$ cat src/rtl/bssr_pkg.sv
// Shared constants, register codes and configuration type of the brush stamp span rasterizer.
package bssr_pkg;

	localparam int unsigned MAX_DIM   = 2048;
	localparam int unsigned MAX_BRUSH = 64;

	localparam int unsigned COORD_W = 11;
	localparam int unsigned DIM_W   = 12;
	localparam int unsigned SIZE_W  = 7;
	localparam int unsigned HALF_W  = 6;
	localparam int unsigned HSQ_W   = 11;
	localparam int unsigned ROOT_W  = 6;
	localparam int unsigned BIT_W   = 3;
	localparam int unsigned ADDR_W  = 24;
	localparam int unsigned MUL_W   = 12;
	localparam int unsigned PROD_W  = 24;
	localparam int unsigned COLOR_W = 8;
	localparam int unsigned IDX_W   = 3;
	localparam int unsigned DATA_W  = 12;

	typedef enum logic [IDX_W-1:0] {
		REG_CANVAS_WIDTH  = 3'd0,
		REG_CANVAS_HEIGHT = 3'd1,
		REG_ROUND_SHAPE   = 3'd2,
		REG_BRUSH_SIZE    = 3'd3,
		REG_COLOR_RED     = 3'd4,
		REG_COLOR_GREEN   = 3'd5,
		REG_COLOR_BLUE    = 3'd6
	} cfg_reg_t;

	typedef struct packed {
		logic [DIM_W-1:0]   canvas_width;
		logic [DIM_W-1:0]   canvas_height;
		logic               round_shape;
		logic [SIZE_W-1:0]  brush_size;
		logic [COLOR_W-1:0] red;
		logic [COLOR_W-1:0] green;
		logic [COLOR_W-1:0] blue;
	} cfg_t;

endpackage

$ cat src/rtl/bssr_ifs.sv
// Valid/ready channel interfaces for brush centres and emitted row spans.
interface bssr_in_if import bssr_pkg::*; ();
	logic               valid;
	logic               ready;
	logic [COORD_W-1:0] centre_x;
	logic [COORD_W-1:0] centre_y;

	modport source(output valid, centre_x, centre_y, input ready);
	modport sink(input valid, centre_x, centre_y, output ready);
endinterface

interface bssr_out_if import bssr_pkg::*; ();
	logic               valid;
	logic               ready;
	logic [COORD_W-1:0] span_row;
	logic [COORD_W-1:0] span_first;
	logic [COORD_W-1:0] span_last;
	logic               span_empty;
	logic [ADDR_W-1:0]  start_address;
	logic [COLOR_W-1:0] out_red;
	logic [COLOR_W-1:0] out_green;
	logic [COLOR_W-1:0] out_blue;
	logic               last_span;

	modport source(output valid, span_row, span_first, span_last, span_empty, start_address,
		out_red, out_green, out_blue, last_span, input ready);
	modport sink(input valid, span_row, span_first, span_last, span_empty, start_address,
		out_red, out_green, out_blue, last_span, output ready);
endinterface

$ cat src/rtl/bssr_mul.sv
// Shared unsigned multiplier with a registered product.
module bssr_mul import bssr_pkg::*; (
	input  logic              clk,
	input  logic              en,
	input  logic [MUL_W-1:0]  a,
	input  logic [MUL_W-1:0]  b,
	output logic [PROD_W-1:0] prod_q
);

	always_ff @(posedge clk) begin
		if (en) begin
			prod_q <= PROD_W'(a * b);
		end
	end

endmodule

$ cat src/rtl/bssr_core.sv
// Stamp sequencer: box clamping, per-row disc root search and span output register.
module bssr_core import bssr_pkg::*; (
	input  logic       clk,
	input  logic       arst_n,
	input  cfg_t       cfg,
	bssr_in_if.sink    centre,
	bssr_out_if.source span
);

	typedef logic signed [COORD_W+1:0] scoord_t;

	typedef enum logic [9:0] {
		S_IDLE  = 10'b0000000001,
		S_SETUP = 10'b0000000010,
		S_HSQ   = 10'b0000000100,
		S_START = 10'b0000001000,
		S_REM   = 10'b0000010000,
		S_TRY   = 10'b0000100000,
		S_CHK   = 10'b0001000000,
		S_SPAN  = 10'b0010000000,
		S_ADDR  = 10'b0100000000,
		S_EMIT  = 10'b1000000000
	} state_t;

	state_t             state_q;
	logic [COORD_W-1:0] x_q, y_q, left_q, right_q, bot_q, row_q, first_q, last_q;
	logic               empty_q, off_q, round_q;
	logic [HALF_W-1:0]  h_q;
	logic [HSQ_W-1:0]   hsq_q, rem_q;
	logic [ROOT_W-1:0]  root_q;
	logic [BIT_W-1:0]   bit_q;

	logic               ov_q;
	logic [COORD_W-1:0] o_row_q, o_first_q, o_last_q;
	logic               o_empty_q, o_last_span_q;
	logic [ADDR_W-1:0]  o_addr_q;
	logic [COLOR_W-1:0] o_red_q, o_green_q, o_blue_q;

	logic [DIM_W-1:0]   w_sat, h_sat;
	logic [SIZE_W-1:0]  s_sat;
	logic [HALF_W-1:0]  half;
	logic               size1;
	logic [COORD_W-1:0] wm1, hm1;
	scoord_t            xs, ys, hs, dy, lo, hi, fs, ls;
	logic [COORD_W-1:0] ady;
	logic [ROOT_W-1:0]  trial;
	logic [PROD_W-1:0]  prod;
	logic               mul_en, out_free;
	logic [MUL_W-1:0]   mul_a, mul_b;
	logic [ADDR_W-1:0]  sum, addr;

	function automatic logic [COORD_W-1:0] clamp(scoord_t v, logic [COORD_W-1:0] top);
		logic [COORD_W-1:0] r;
		if (v < 0) begin
			r = '0;
		end else if (v > scoord_t'({2'b00, top})) begin
			r = top;
		end else begin
			r = v[COORD_W-1:0];
		end
		return r;
	endfunction

	always_comb begin
		if (cfg.canvas_width == '0) begin
			w_sat = DIM_W'(1);
		end else if (cfg.canvas_width > DIM_W'(MAX_DIM)) begin
			w_sat = DIM_W'(MAX_DIM);
		end else begin
			w_sat = cfg.canvas_width;
		end
		if (cfg.canvas_height == '0) begin
			h_sat = DIM_W'(1);
		end else if (cfg.canvas_height > DIM_W'(MAX_DIM)) begin
			h_sat = DIM_W'(MAX_DIM);
		end else begin
			h_sat = cfg.canvas_height;
		end
		if (cfg.brush_size == '0) begin
			s_sat = SIZE_W'(1);
		end else if (cfg.brush_size > SIZE_W'(MAX_BRUSH)) begin
			s_sat = SIZE_W'(MAX_BRUSH);
		end else begin
			s_sat = cfg.brush_size;
		end
	end

	assign half  = HALF_W'(s_sat >> 1);
	assign size1 = (s_sat == SIZE_W'(1));
	assign wm1   = COORD_W'(w_sat - DIM_W'(1));
	assign hm1   = COORD_W'(h_sat - DIM_W'(1));

	assign xs = scoord_t'({2'b00, x_q});
	assign ys = scoord_t'({2'b00, y_q});
	assign hs = scoord_t'({{(COORD_W+2-HALF_W){1'b0}}, half});
	assign dy = scoord_t'({2'b00, row_q}) - ys;
	assign ady = (dy < 0) ? COORD_W'(-dy) : dy[COORD_W-1:0];

	assign trial = root_q | (ROOT_W'(1) << bit_q);
	assign lo = xs - scoord_t'({{(COORD_W+2-ROOT_W){1'b0}}, root_q});
	assign hi = xs + scoord_t'({{(COORD_W+2-ROOT_W){1'b0}}, root_q});
	assign fs = (lo > scoord_t'({2'b00, left_q})) ? lo : scoord_t'({2'b00, left_q});
	assign ls = (hi < scoord_t'({2'b00, right_q})) ? hi : scoord_t'({2'b00, right_q});

	always_comb begin
		mul_en = 1'b0;
		mul_a  = '0;
		mul_b  = '0;
		case (state_q)
			S_SETUP: begin
				mul_en = 1'b1;
				mul_a  = MUL_W'(half);
				mul_b  = MUL_W'(half);
			end
			S_START: begin
				mul_en = 1'b1;
				mul_a  = MUL_W'(ady);
				mul_b  = MUL_W'(ady);
			end
			S_TRY: begin
				mul_en = 1'b1;
				mul_a  = MUL_W'(trial);
				mul_b  = MUL_W'(trial);
			end
			S_ADDR: begin
				mul_en = 1'b1;
				mul_a  = MUL_W'(row_q);
				mul_b  = w_sat;
			end
			default: begin
				mul_en = 1'b0;
			end
		endcase
	end

	bssr_mul u_mul (
		.clk    (clk),
		.en     (mul_en),
		.a      (mul_a),
		.b      (mul_b),
		.prod_q (prod)
	);

	// Byte address is three bytes per pixel, formed as sum plus twice sum.
	assign sum  = prod + ADDR_W'(first_q);
	assign addr = sum + (sum << 1);

	assign out_free     = !ov_q || span.ready;
	assign centre.ready = (state_q == S_IDLE);

	always_ff @(posedge clk or negedge arst_n) begin
		if (!arst_n) begin
			state_q <= S_IDLE;
			ov_q    <= 1'b0;
		end else begin
			ov_q <= (ov_q && !span.ready) || ((state_q == S_EMIT) && out_free);
			case (state_q)
				S_IDLE: begin
					if (centre.valid) begin
						state_q <= S_SETUP;
					end
				end
				S_SETUP: state_q <= S_HSQ;
				S_HSQ:   state_q <= S_START;
				S_START: begin
					if (!round_q) begin
						state_q <= off_q ? S_EMIT : S_ADDR;
					end else if (ady > COORD_W'(h_q)) begin
						state_q <= S_EMIT;
					end else begin
						state_q <= S_REM;
					end
				end
				S_REM: state_q <= S_TRY;
				S_TRY: state_q <= S_CHK;
				S_CHK: begin
					state_q <= (bit_q == '0) ? S_SPAN : S_TRY;
				end
				S_SPAN: begin
					state_q <= (fs > ls) ? S_EMIT : S_ADDR;
				end
				S_ADDR: state_q <= S_EMIT;
				S_EMIT: begin
					if (out_free) begin
						state_q <= (row_q == bot_q) ? S_IDLE : S_START;
					end
				end
				default: state_q <= S_IDLE;
			endcase
		end
	end

	always_ff @(posedge clk) begin
		case (state_q)
			S_IDLE: begin
				x_q <= centre.centre_x;
				y_q <= centre.centre_y;
			end
			S_SETUP: begin
				h_q     <= half;
				round_q <= cfg.round_shape && !size1;
				if (size1) begin
					left_q  <= x_q;
					right_q <= x_q;
					bot_q   <= y_q;
					row_q   <= y_q;
					off_q   <= !((DIM_W'(x_q) < w_sat) && (DIM_W'(y_q) < h_sat));
				end else begin
					left_q  <= clamp(xs - hs, wm1);
					right_q <= clamp(xs + hs - scoord_t'(1), wm1);
					bot_q   <= clamp(ys + hs - scoord_t'(1), hm1);
					row_q   <= clamp(ys - hs, hm1);
					off_q   <= 1'b0;
				end
			end
			S_HSQ: hsq_q <= prod[HSQ_W-1:0];
			S_START: begin
				if (!round_q) begin
					first_q <= left_q;
					last_q  <= right_q;
					empty_q <= off_q;
				end else begin
					first_q <= '0;
					last_q  <= '0;
					empty_q <= 1'b1;
				end
			end
			S_REM: begin
				rem_q  <= hsq_q - prod[HSQ_W-1:0];
				root_q <= '0;
				bit_q  <= BIT_W'(ROOT_W - 1);
			end
			S_CHK: begin
				if (prod <= PROD_W'(rem_q)) begin
					root_q <= trial;
				end
				bit_q <= bit_q - BIT_W'(1);
			end
			S_SPAN: begin
				if (fs <= ls) begin
					first_q <= fs[COORD_W-1:0];
					last_q  <= ls[COORD_W-1:0];
					empty_q <= 1'b0;
				end
			end
			S_EMIT: begin
				if (out_free) begin
					o_row_q       <= off_q ? '0 : row_q;
					o_first_q     <= empty_q ? '0 : first_q;
					o_last_q      <= empty_q ? '0 : last_q;
					o_empty_q     <= empty_q;
					o_addr_q      <= empty_q ? '0 : addr;
					o_red_q       <= cfg.red;
					o_green_q     <= cfg.green;
					o_blue_q      <= cfg.blue;
					o_last_span_q <= (row_q == bot_q);
					row_q         <= row_q + COORD_W'(1);
				end
			end
			default: begin
			end
		endcase
	end

	assign span.valid         = ov_q;
	assign span.span_row      = o_row_q;
	assign span.span_first    = o_first_q;
	assign span.span_last     = o_last_q;
	assign span.span_empty    = o_empty_q;
	assign span.start_address = o_addr_q;
	assign span.out_red       = o_red_q;
	assign span.out_green     = o_green_q;
	assign span.out_blue      = o_blue_q;
	assign span.last_span     = o_last_span_q;

endmodule

$ cat src/rtl/brush_stamp_span_raster.sv
// Brush stamp span rasterizer: one brush centre word in, one span word per covered row out.
// A centre is taken in IDLE; in square mode it passes SETUP, HSQ, START and, unless off the canvas,
// ADDR to EMIT, which registers its first span word. A square row passes START, ADDR and EMIT; a
// round row passes START, REM, six TRY and CHK root trials on the shared multiplier, SPAN, ADDR
// and EMIT; rows that miss the disc end early. A new centre is taken only back in IDLE.
// Reset (arst_n low) idles the sequencer, empties the output register and loads register defaults.
module brush_stamp_span_raster import bssr_pkg::*; (
	input  logic              clk,
	input  logic              arst_n,
	input  logic              cfg_we,
	input  logic [IDX_W-1:0]  cfg_index,
	input  logic [DATA_W-1:0] cfg_data,
	bssr_in_if.sink           centre,
	bssr_out_if.source        span
);

	// Configuration registers. The user writes them only while the stamp sequencer is idle, as the
	// core reads them live; the block does not enforce it. An index past the last register is dropped.
	cfg_t cfg_q;

	always_ff @(posedge clk or negedge arst_n) begin
		if (!arst_n) begin
			cfg_q.canvas_width  <= DIM_W'(MAX_DIM);
			cfg_q.canvas_height <= DIM_W'(MAX_DIM);
			cfg_q.round_shape   <= 1'b0;
			cfg_q.brush_size    <= SIZE_W'(1);
			cfg_q.red           <= '0;
			cfg_q.green         <= '0;
			cfg_q.blue          <= '0;
		end else if (cfg_we) begin
			case (cfg_reg_t'(cfg_index))
				REG_CANVAS_WIDTH:  cfg_q.canvas_width  <= cfg_data[DIM_W-1:0];
				REG_CANVAS_HEIGHT: cfg_q.canvas_height <= cfg_data[DIM_W-1:0];
				REG_ROUND_SHAPE:   cfg_q.round_shape   <= cfg_data[0];
				REG_BRUSH_SIZE:    cfg_q.brush_size    <= cfg_data[SIZE_W-1:0];
				REG_COLOR_RED:     cfg_q.red           <= cfg_data[COLOR_W-1:0];
				REG_COLOR_GREEN:   cfg_q.green         <= cfg_data[COLOR_W-1:0];
				REG_COLOR_BLUE:    cfg_q.blue          <= cfg_data[COLOR_W-1:0];
				default: begin
				end
			endcase
		end
	end

	// The core clamps the box to the canvas, walks its rows top to bottom and, for
	// the round brush, finds the half chord of each row as an integer square root
	// built one bit at a time on the shared multiplier. The chord is then cut by the
	// clamped box, which yields the first and last painted column or an empty row.
	bssr_core u_core (
		.clk    (clk),
		.arst_n (arst_n),
		.cfg    (cfg_q),
		.centre (centre),
		.span   (span)
	);

endmodule

$ cat src/flat_wrapper.sv
// flat-port wrapper written by rule: the top's interface ports become plain ports
module brush_stamp_span_raster_flat import bssr_pkg::*;
  (clk, arst_n, cfg_we, cfg_index, cfg_data, centre_valid, centre_centre_x, centre_centre_y, centre_ready, span_valid, span_span_row, span_span_first, span_span_last, span_span_empty, span_start_address, span_out_red, span_out_green, span_out_blue, span_last_span, span_ready);
  bssr_in_if centre_i ();
  bssr_out_if span_i ();
  input  logic clk;
  input  logic arst_n;
  input  logic cfg_we;
  input  logic [IDX_W-1:0] cfg_index;
  input  logic [DATA_W-1:0] cfg_data;
  input wire logic [$bits(centre_i.valid)-1:0] centre_valid;
  input wire logic [$bits(centre_i.centre_x)-1:0] centre_centre_x;
  input wire logic [$bits(centre_i.centre_y)-1:0] centre_centre_y;
  output wire logic [$bits(centre_i.ready)-1:0] centre_ready;
  output wire logic [$bits(span_i.valid)-1:0] span_valid;
  output wire logic [$bits(span_i.span_row)-1:0] span_span_row;
  output wire logic [$bits(span_i.span_first)-1:0] span_span_first;
  output wire logic [$bits(span_i.span_last)-1:0] span_span_last;
  output wire logic [$bits(span_i.span_empty)-1:0] span_span_empty;
  output wire logic [$bits(span_i.start_address)-1:0] span_start_address;
  output wire logic [$bits(span_i.out_red)-1:0] span_out_red;
  output wire logic [$bits(span_i.out_green)-1:0] span_out_green;
  output wire logic [$bits(span_i.out_blue)-1:0] span_out_blue;
  output wire logic [$bits(span_i.last_span)-1:0] span_last_span;
  input wire logic [$bits(span_i.ready)-1:0] span_ready;
  assign centre_i.valid = centre_valid;
  assign centre_i.centre_x = centre_centre_x;
  assign centre_i.centre_y = centre_centre_y;
  assign centre_ready = centre_i.ready;
  assign span_valid = span_i.valid;
  assign span_span_row = span_i.span_row;
  assign span_span_first = span_i.span_first;
  assign span_span_last = span_i.span_last;
  assign span_span_empty = span_i.span_empty;
  assign span_start_address = span_i.start_address;
  assign span_out_red = span_i.out_red;
  assign span_out_green = span_i.out_green;
  assign span_out_blue = span_i.out_blue;
  assign span_last_span = span_i.last_span;
  assign span_i.ready = span_ready;
  brush_stamp_span_raster u_core (.clk(clk), .arst_n(arst_n), .cfg_we(cfg_we), .cfg_index(cfg_index), .cfg_data(cfg_data), .centre(centre_i), .span(span_i));
endmodule
$ cat config.mk
export PLATFORM = sky130hd
export DESIGN_NAME = brush_stamp_span_raster_flat
export DESIGN_NICKNAME = d
export VERILOG_FILES = /design/src/rtl/bssr_pkg.sv /design/src/rtl/bssr_ifs.sv /design/src/rtl/bssr_mul.sv /design/src/rtl/bssr_core.sv /design/src/rtl/brush_stamp_span_raster.sv /design/src/flat_wrapper.sv
export SDC_FILE = /design/constraint.sdc
export NUM_CORES = 1
export LEC_CHECK = 0
export ABC_CLOCK_PERIOD_IN_PS = 12000
export BUFFER_PORTS_ARGS = -buffer_cell sky130_fd_sc_hd__clkbuf_2
export CORE_AREA = 10 10 264 266
export CTS_BUF_LIST = sky130_fd_sc_hd__clkbuf_16
export DETAILED_ROUTE_END_ITERATION = 8
export DIE_AREA = 0 0 274 276
export MAX_ROUTING_LAYER = met4
export PLACE_DENSITY_LB_ADDON = 0.1
export SYNTH_ARGS = -nofsm -noshare
export SYNTH_HDL_FRONTEND = slang
export SYNTH_SLANG_ARGS = --single-unit
$ cat constraint.sdc
create_clock -name clk -period 12 [get_ports clk]
set_input_delay 3 -clock clk [delete_from_list [all_inputs] [get_ports clk]]
set_output_delay 3 -clock clk [all_outputs]
set_load 0.005 [all_outputs]
# After elaboration in Yosys (flattened, before gate mapping)
# Index checks and enable logic that the tools add are counted.
# classes
n_reduce_logical,31
order_cmp,20
multipliers,1
n_eq_ne,22
bitwise_logic,1
shifts,1
mux,47
n_addsub,17
# ops
cell,n
two-way mux 11 bit,18
case mux 10 bit (10 select lines),1
case mux 11 bit (2 select lines),3
two-way mux 10 bit,6
two-way mux 12 bit,5
case mux 12 bit (4 select lines),1
case mux 11 bit (4 select lines),1
adder 11 x 6 -> 12 bit,3
greater-than comparator 12 bit,3
less-than comparator 12 x 1 -> 1 bit (second input constant),3
subtractor 11 x 6 -> 12 bit,3
greater-than comparator 13 x 12 -> 1 bit,2
less-than comparator 13 x 1 -> 1 bit (second input constant),2
subtractor 12 x 1 -> 13 bit (second input constant),2
adder 24 x 11 -> 24 bit,1
adder 24 bit,1
greater-than comparator 12 bit (second input constant),2
less-or-equal comparator 24 x 11 -> 1 bit,1
logical NOT 12 bit,2
less-than comparator 11 x 12 -> 1 bit,2
multiplier 12 x 12 -> 24 bit,1
AND reduction 2 bit,12
subtractor 11 x 1 -> 11 bit (second input constant),2
two-way mux 7 bit,2
other kinds (43),61
# word_totals
in_bits,42
register_bits,302
word_cells,175

# Logic depth before layout (Yosys ltp)
# logic_depth
ltp_word,9
mapped_depth,34
ltp_nobuf,33

# Cells and area by module
# A second synthesis with hierarchy kept.
# hier_totals
cells_unflattened,2650
hier_area_um2,26125.1
# by_module_without_submodules
module,instances,cells_each,area_per_inst_um2
bssr_core,1,1922,18395.1
bssr_mul,1,605,5514.0
brush_stamp_span_raster,1,123,2215.9

# Least setup slack after synthesis
# No wires, ideal clock.
# synth_timing
path_kind,reg-to-reg
from,reg u_core.u_core.row_q[0]
to,"reg u_core.u_core.u_mul.prod_q[23], data pin"
stages_incl_launch_ff,33
arrival_ps,7995
t_required_ps,11735
setup_time_ps,265
slack_ps,3740
n_path_buf,0
period_less_slack_ps,8260
path_cell_list,edfxtp_1 inv_1 ha_1 inv_1 fa_1 xnor2_1 nand3_1 mux2_2 nor4b_2 and3_1 a31oi_1 xnor2_2 a22oi_2 nor2_1 fa_1 inv_1 fa_1 inv_1 fa_1 inv_1 fa_1 fa_1 inv_1 ha_1 a21o_1 a21o_1 a21oi_1 a21boi_1 o21ai_0 and4_1 a2111oi_2 a22oi_1 xor2_1
# synth_between
elab_chain_cells,5
word_cells_on_any_way,7
classes_between,2 x add/sub; 1 x mul; 1 x order compare; 3 x mux
# synth_rtl
item,line,text
from (decl),bssr_core.sv:26,"logic [COORD_W-1:0] x_q, y_q, left_q, right_q, bot_q, row_q, first_q, last_q;"
from (signal assigned),bssr_core.sv:206,row_q <= y_q;
from (signal assigned),bssr_core.sv:212,"row_q <= clamp(ys - hs, hm1);"
from (signal assigned),bssr_core.sv:257,row_q <= row_q + COORD_W'(1);
subtractor 11 x 11 -> 12 bit,bssr_core.sv:96,"assign dy = scoord_t'({2'b00, row_q}) - ys;"
negation 11 bit / less-than comparator 12 x 1 -> 1 bit (equally long branches),bssr_core.sv:97,assign ady = (dy < 0) ? COORD_W'(-dy) : dy[COORD_W-1:0];
two-way mux 11 bit,bssr_core.sv:97,
case mux 11 bit (4 select lines) / case mux 12 bit (4 select lines) (equally long branches),bssr_core.sv:109,case (state_q)
multiplier 12 x 12 -> 24 bit (*),bssr_mul.sv:12,prod_q <= PROD_W'(a * b);
to (signal assigned),bssr_mul.sv:12,
to (decl),bssr_mul.sv:7,output logic [PROD_W-1:0] prod_q
# Mark *: on every way between the ends. The rest lies on a longest branch, timed or not.
# A chain may end at the register's enable or synchronous reset.

# Worst setup path in the final report
# Ends and elaborated chain as after synthesis.

==> impl_metrics.py <==
metrics = {
    "synth": {
        "synth_compound_area_share_pct": 13.2,
        "netlist_instances": 2565,
        "ys_warn_count": 0,
        "synth_area_sq_um": 25600,
        "synth-async-reset-ratio_pct": 21.9,
        "synth-seq-cells": 301,
        "synthXorXnorAreaFrac_pct": 5.10,
        "synth_largest_area_cell": "edfxtp_1",
        "synthAdderAreaFrac_pct": 23.0,
        "synth_top_family_by_area": "adder cells",
        "yosysUniqueCellTypes": 95,
        "syn_avg_cell_area_sq_um": 9.98,
        "yosys-top-cells-area": "edfxtp_1, ha_1, fa_1",
        "synthFlopType": "edfxtp_1",
        "yosysTopAreaCellShare_pct": 27.6,
        "synth-simple-area-share_pct": 13.5,
        "synthMuxAreaShare_pct": 5.52,
        "synth-edff-count": 235,
        "ys_seq_area_share_pct": 34.0,
    },
    "cts": {
        "cts.sinks": 301,
        "cts-buffers-inserted": 38,
        "cts.path.max_buffers": 3,
        "insertion_delay_ns": 0.56,
        "cts_setup_buffers": 0,
        "htreeDepth": 2,
        "cts_root_buffer": "clkbuf_16",
        "ctsHoldBuffers": 0,
        "cts_tree": "done",
        "path_clk_slew_ns": 0.06,
        "cts_resized": 0,
    },
    "place": {
        "numPortBuffers": 126,
        "dp_hpwl_microns": 56200,
        "post-place-cells": 3514,
        "gp_congestion": 0.918,
    },
    "floorplanning": {
        "row_count": 93,
        "die_x_microns": 274,
        "die_y_microns": 276,
        "start_util_pct": 39.9,
        "ios": 127,
        "core_area_sq_um": 64100,
        "design.die.area_sq_um": 75600,
    },
    "grt": {
        "overflow": 0,
        "grt_max_degree": 67,
        "grt_pass1_wl_microns": 110000,
        "antenna_found_initial": 0,
        "grt_usage_pct": 18.7,
        "first_global_vias": 19500,
    },
    "routing": {
        "wire_per_inst_microns": 19.5,
        "viasPerCell": 5.31,
        "vias": 19000,
        "drt_pass1_iterations": 6,
        "drc": 0,
        "routed_wl_microns": 69900,
        "drtIter0Drc": 1297,
        "drt.antenna.violating_nets": 0,
    },
    "timing": {
        "finalHoldViolCount": 0,
        "clock_skew_ns": 0.0210,
        "slew_headroom_pct": 10.2,
        "fmax_ghz": 0.111,
        "fin_tns_setup_ns": 0,
        "setup_viol": 0,
        "period_minus_slack_ns": 9.02,
        "rsz0062_at_grt": "no",
        "worst_pin_slew_ns": 1.34,
        "drv_slew": 0,
        "fin_crit_sh_pct": 75.2,
    },
    "setup_path": {
        "r2r_slack_ns": 2.98,
        "path_class": "reg -> reg",
        "cpPeakStageDelay_ns": 0.62,
        "timing.rr.start": "u_core.u_core.row_q[0]$_DFFE_PP_",
        "startpoint_type": "register",
        "critPathLaunch": "u_core.u_core.row_q[0]$_DFFE_PP_",
        "critPathMaxFanout": 7,
        "critical_path_required_ns": 12.29,
        "crit_slowest_cell": "a31oi_1",
        "critPathCapture": "u_core.u_core.u_mul.prod_q[23]$_DFFE_PN_",
        "regToRegEndpoint": "u_core.u_core.u_mul.prod_q[23]$_DFFE_PN_",
        "crit_arrival_ns": 9.31,
        "reg2reg_depth": 32,
        "end_kind": "register",
    },
    "layout": {
        "antennaDiodeCount": 0,
        "syn2layout_area_growth_pct": 11.4,
        "instances_no_fill": 3582,
        "drive_above_1_share_pct": 13.0,
        "num-nets-final": 3151,
        "finish.utilization_pct": 44.5,
    },
    "status": {
        "status": "completed",
    },
    "run": {
        "maxCapViolCount": 0,
    },
    "min_path": {
        "holdCritPathClass": "reg -> reg",
        "hold_path_startpoint": "u_core.cfg_q[22]$_DFFE_PN0P_",
    },
    "power_and_ir_drop": {
        "cellPowerDensity_nw_per_um2": 228,
        "p_leak_nw": 12.6,
        "vdd_drop_max_mv": 0.259,
    },
}
## cells in the mapped netlist (all sizes together), types with 16 or more instances
library cell  instances
edfxtp              235
nor2b                76
a21o                 35
nor2                213
mux2i                34
o21bai               17
nor3                 44
nand3                41
xor2                 42
nand4                18
o21ai                90
buf                  19
mux2                 95
ha                  310
a221oi               16
nor4                 16
and3                 23
fa                  100
nand2b               28
xnor2               102
nand2               145
clkbuf               45
a21oi               147
dfrtp                63
and2                 18
o21a                 41
inv                 312
o22ai                30
## registers in the layout (all words and copies together), names as in the netlist, 10 cells and up
signal,count
u_core.u_core.span.span_last,11
u_core.u_core.left_q,11
u_core.u_core.span.span_row,11
u_core.u_core.hsq_q,11
u_core.u_core.span.start_address,24
u_core.u_core.span.span_first,11
u_core.u_core.right_q,11
u_core.u_core.last_q,11
u_core.u_core.u_mul.prod_q,24
u_core.u_core.x_q,11
u_core.cfg_q,55
u_core.u_core.rem_q,11
u_core.u_core.y_q,11
u_core.u_core.row_q,11
u_core.u_core.state_q,10
u_core.u_core.first_q,11
u_core.u_core.bot_q,11
## routing by layer
| metal | global-route usage [%] | up-vias | share of wire [%] |
|---|---|---|---|
| li1 | - | 9327 | - |
| met1 | 24.0 | 9215 | 46 |
| met2 | 30.2 | 383 | 47 |
| met3 | 2.29 | 103 | 3.9 |
| met4 | 5.97 | 0 | 3.4 |
| met5 | - | - | 0 |
## critical path, delay by kind of cell (launching register included)
kind | cells | cell delay [ns]
AND/OR/NAND/NOR | 5 | 0.97
flip-flops | 1 | 0.48
multiplexers | 1 | 0.29
XOR/XNOR | 3 | 0.75
AO/OA/AOI/OAI | 9 | 2.36
buffers and inverters | 6 | 0.37
adder cells (fa/ha/maj) | 8 | 3.51
## worst min-delay path by stage
stage	to	cells after the start
after floorplan	u_core.u_core.span.out_blue[0]$_DFFE_PP_	0
after global placement	u_core.u_core.span.out_green[6]$_DFFE_PP_	0
after detailed placement	u_core.u_core.span.out_green[6]$_DFFE_PP_	0
after CTS	u_core.u_core.span.out_red[6]$_DFFE_PP_	0
after global routing	u_core.u_core.span.out_red[6]$_DFFE_PP_	0
final	u_core.u_core.span.out_red[6]$_DFFE_PP_	0
## per-stage QoR
stage	cell area [sq um]	worst slack (ns)	total power, mW	hold WS, ns
detailed placement	27300	2.91	5.37	0.433
finish	28500	2.98	6.49	0.443
global placement	27300	3.16	5.31	0.426
CTS	28500	2.94	6.52	0.445
global route	28500	2.41	7.04	0.448
floorplan	25600	3.74	4.37	0.419
## report_power, final
part	internal, mW	leakage (nW)	switching, mW
sequential	1.38	2.94	0.184
combinational	1.62	9.02	2.19
clock	0.646	0.604	0.468
## layout by cell type, fill, tap and decap left out, drive strengths merged, types with 15 or more instances in the layout
cell type  count
nor2b         76
or2           15
nand2b        28
and3          23
inv          322
nand3         41
o21a          41
mux2          95
or3           15
xnor2        102
nor3          44
o22ai         30
a221oi        16
and2          18
a21oi        147
nand2        145
o21ai         90
nand4         18
a21o          35
dfrtp         63
o21bai        17
fa           100
clkbuf       163
buf           32
mux2i         34
ha           310
xor2          42
nor4          16
nor2         213
edfxtp       235
clkinv        16
## cell families after synthesis
family                   count (synthesis)
XOR/XNOR                               145
adder cells (fa/ha/maj)                410
multiplexers                           129
other                                    1
buffers and inverters                  377
flip-flops                             301
AO/OA/AOI/OAI                          506
AND/OR/NAND/NOR                        696
## layout make-up
class,count,area [sq um]
inverter,313,1170
timing repair buffer,157,863
tap,855,1070
clock inverter,30,246
clock buffer,38,951
sequential,301,8710
fill,6155,35600
multi-input combinational,1888,15500
No activity file was read; power rests on OpenSTA's default activity.
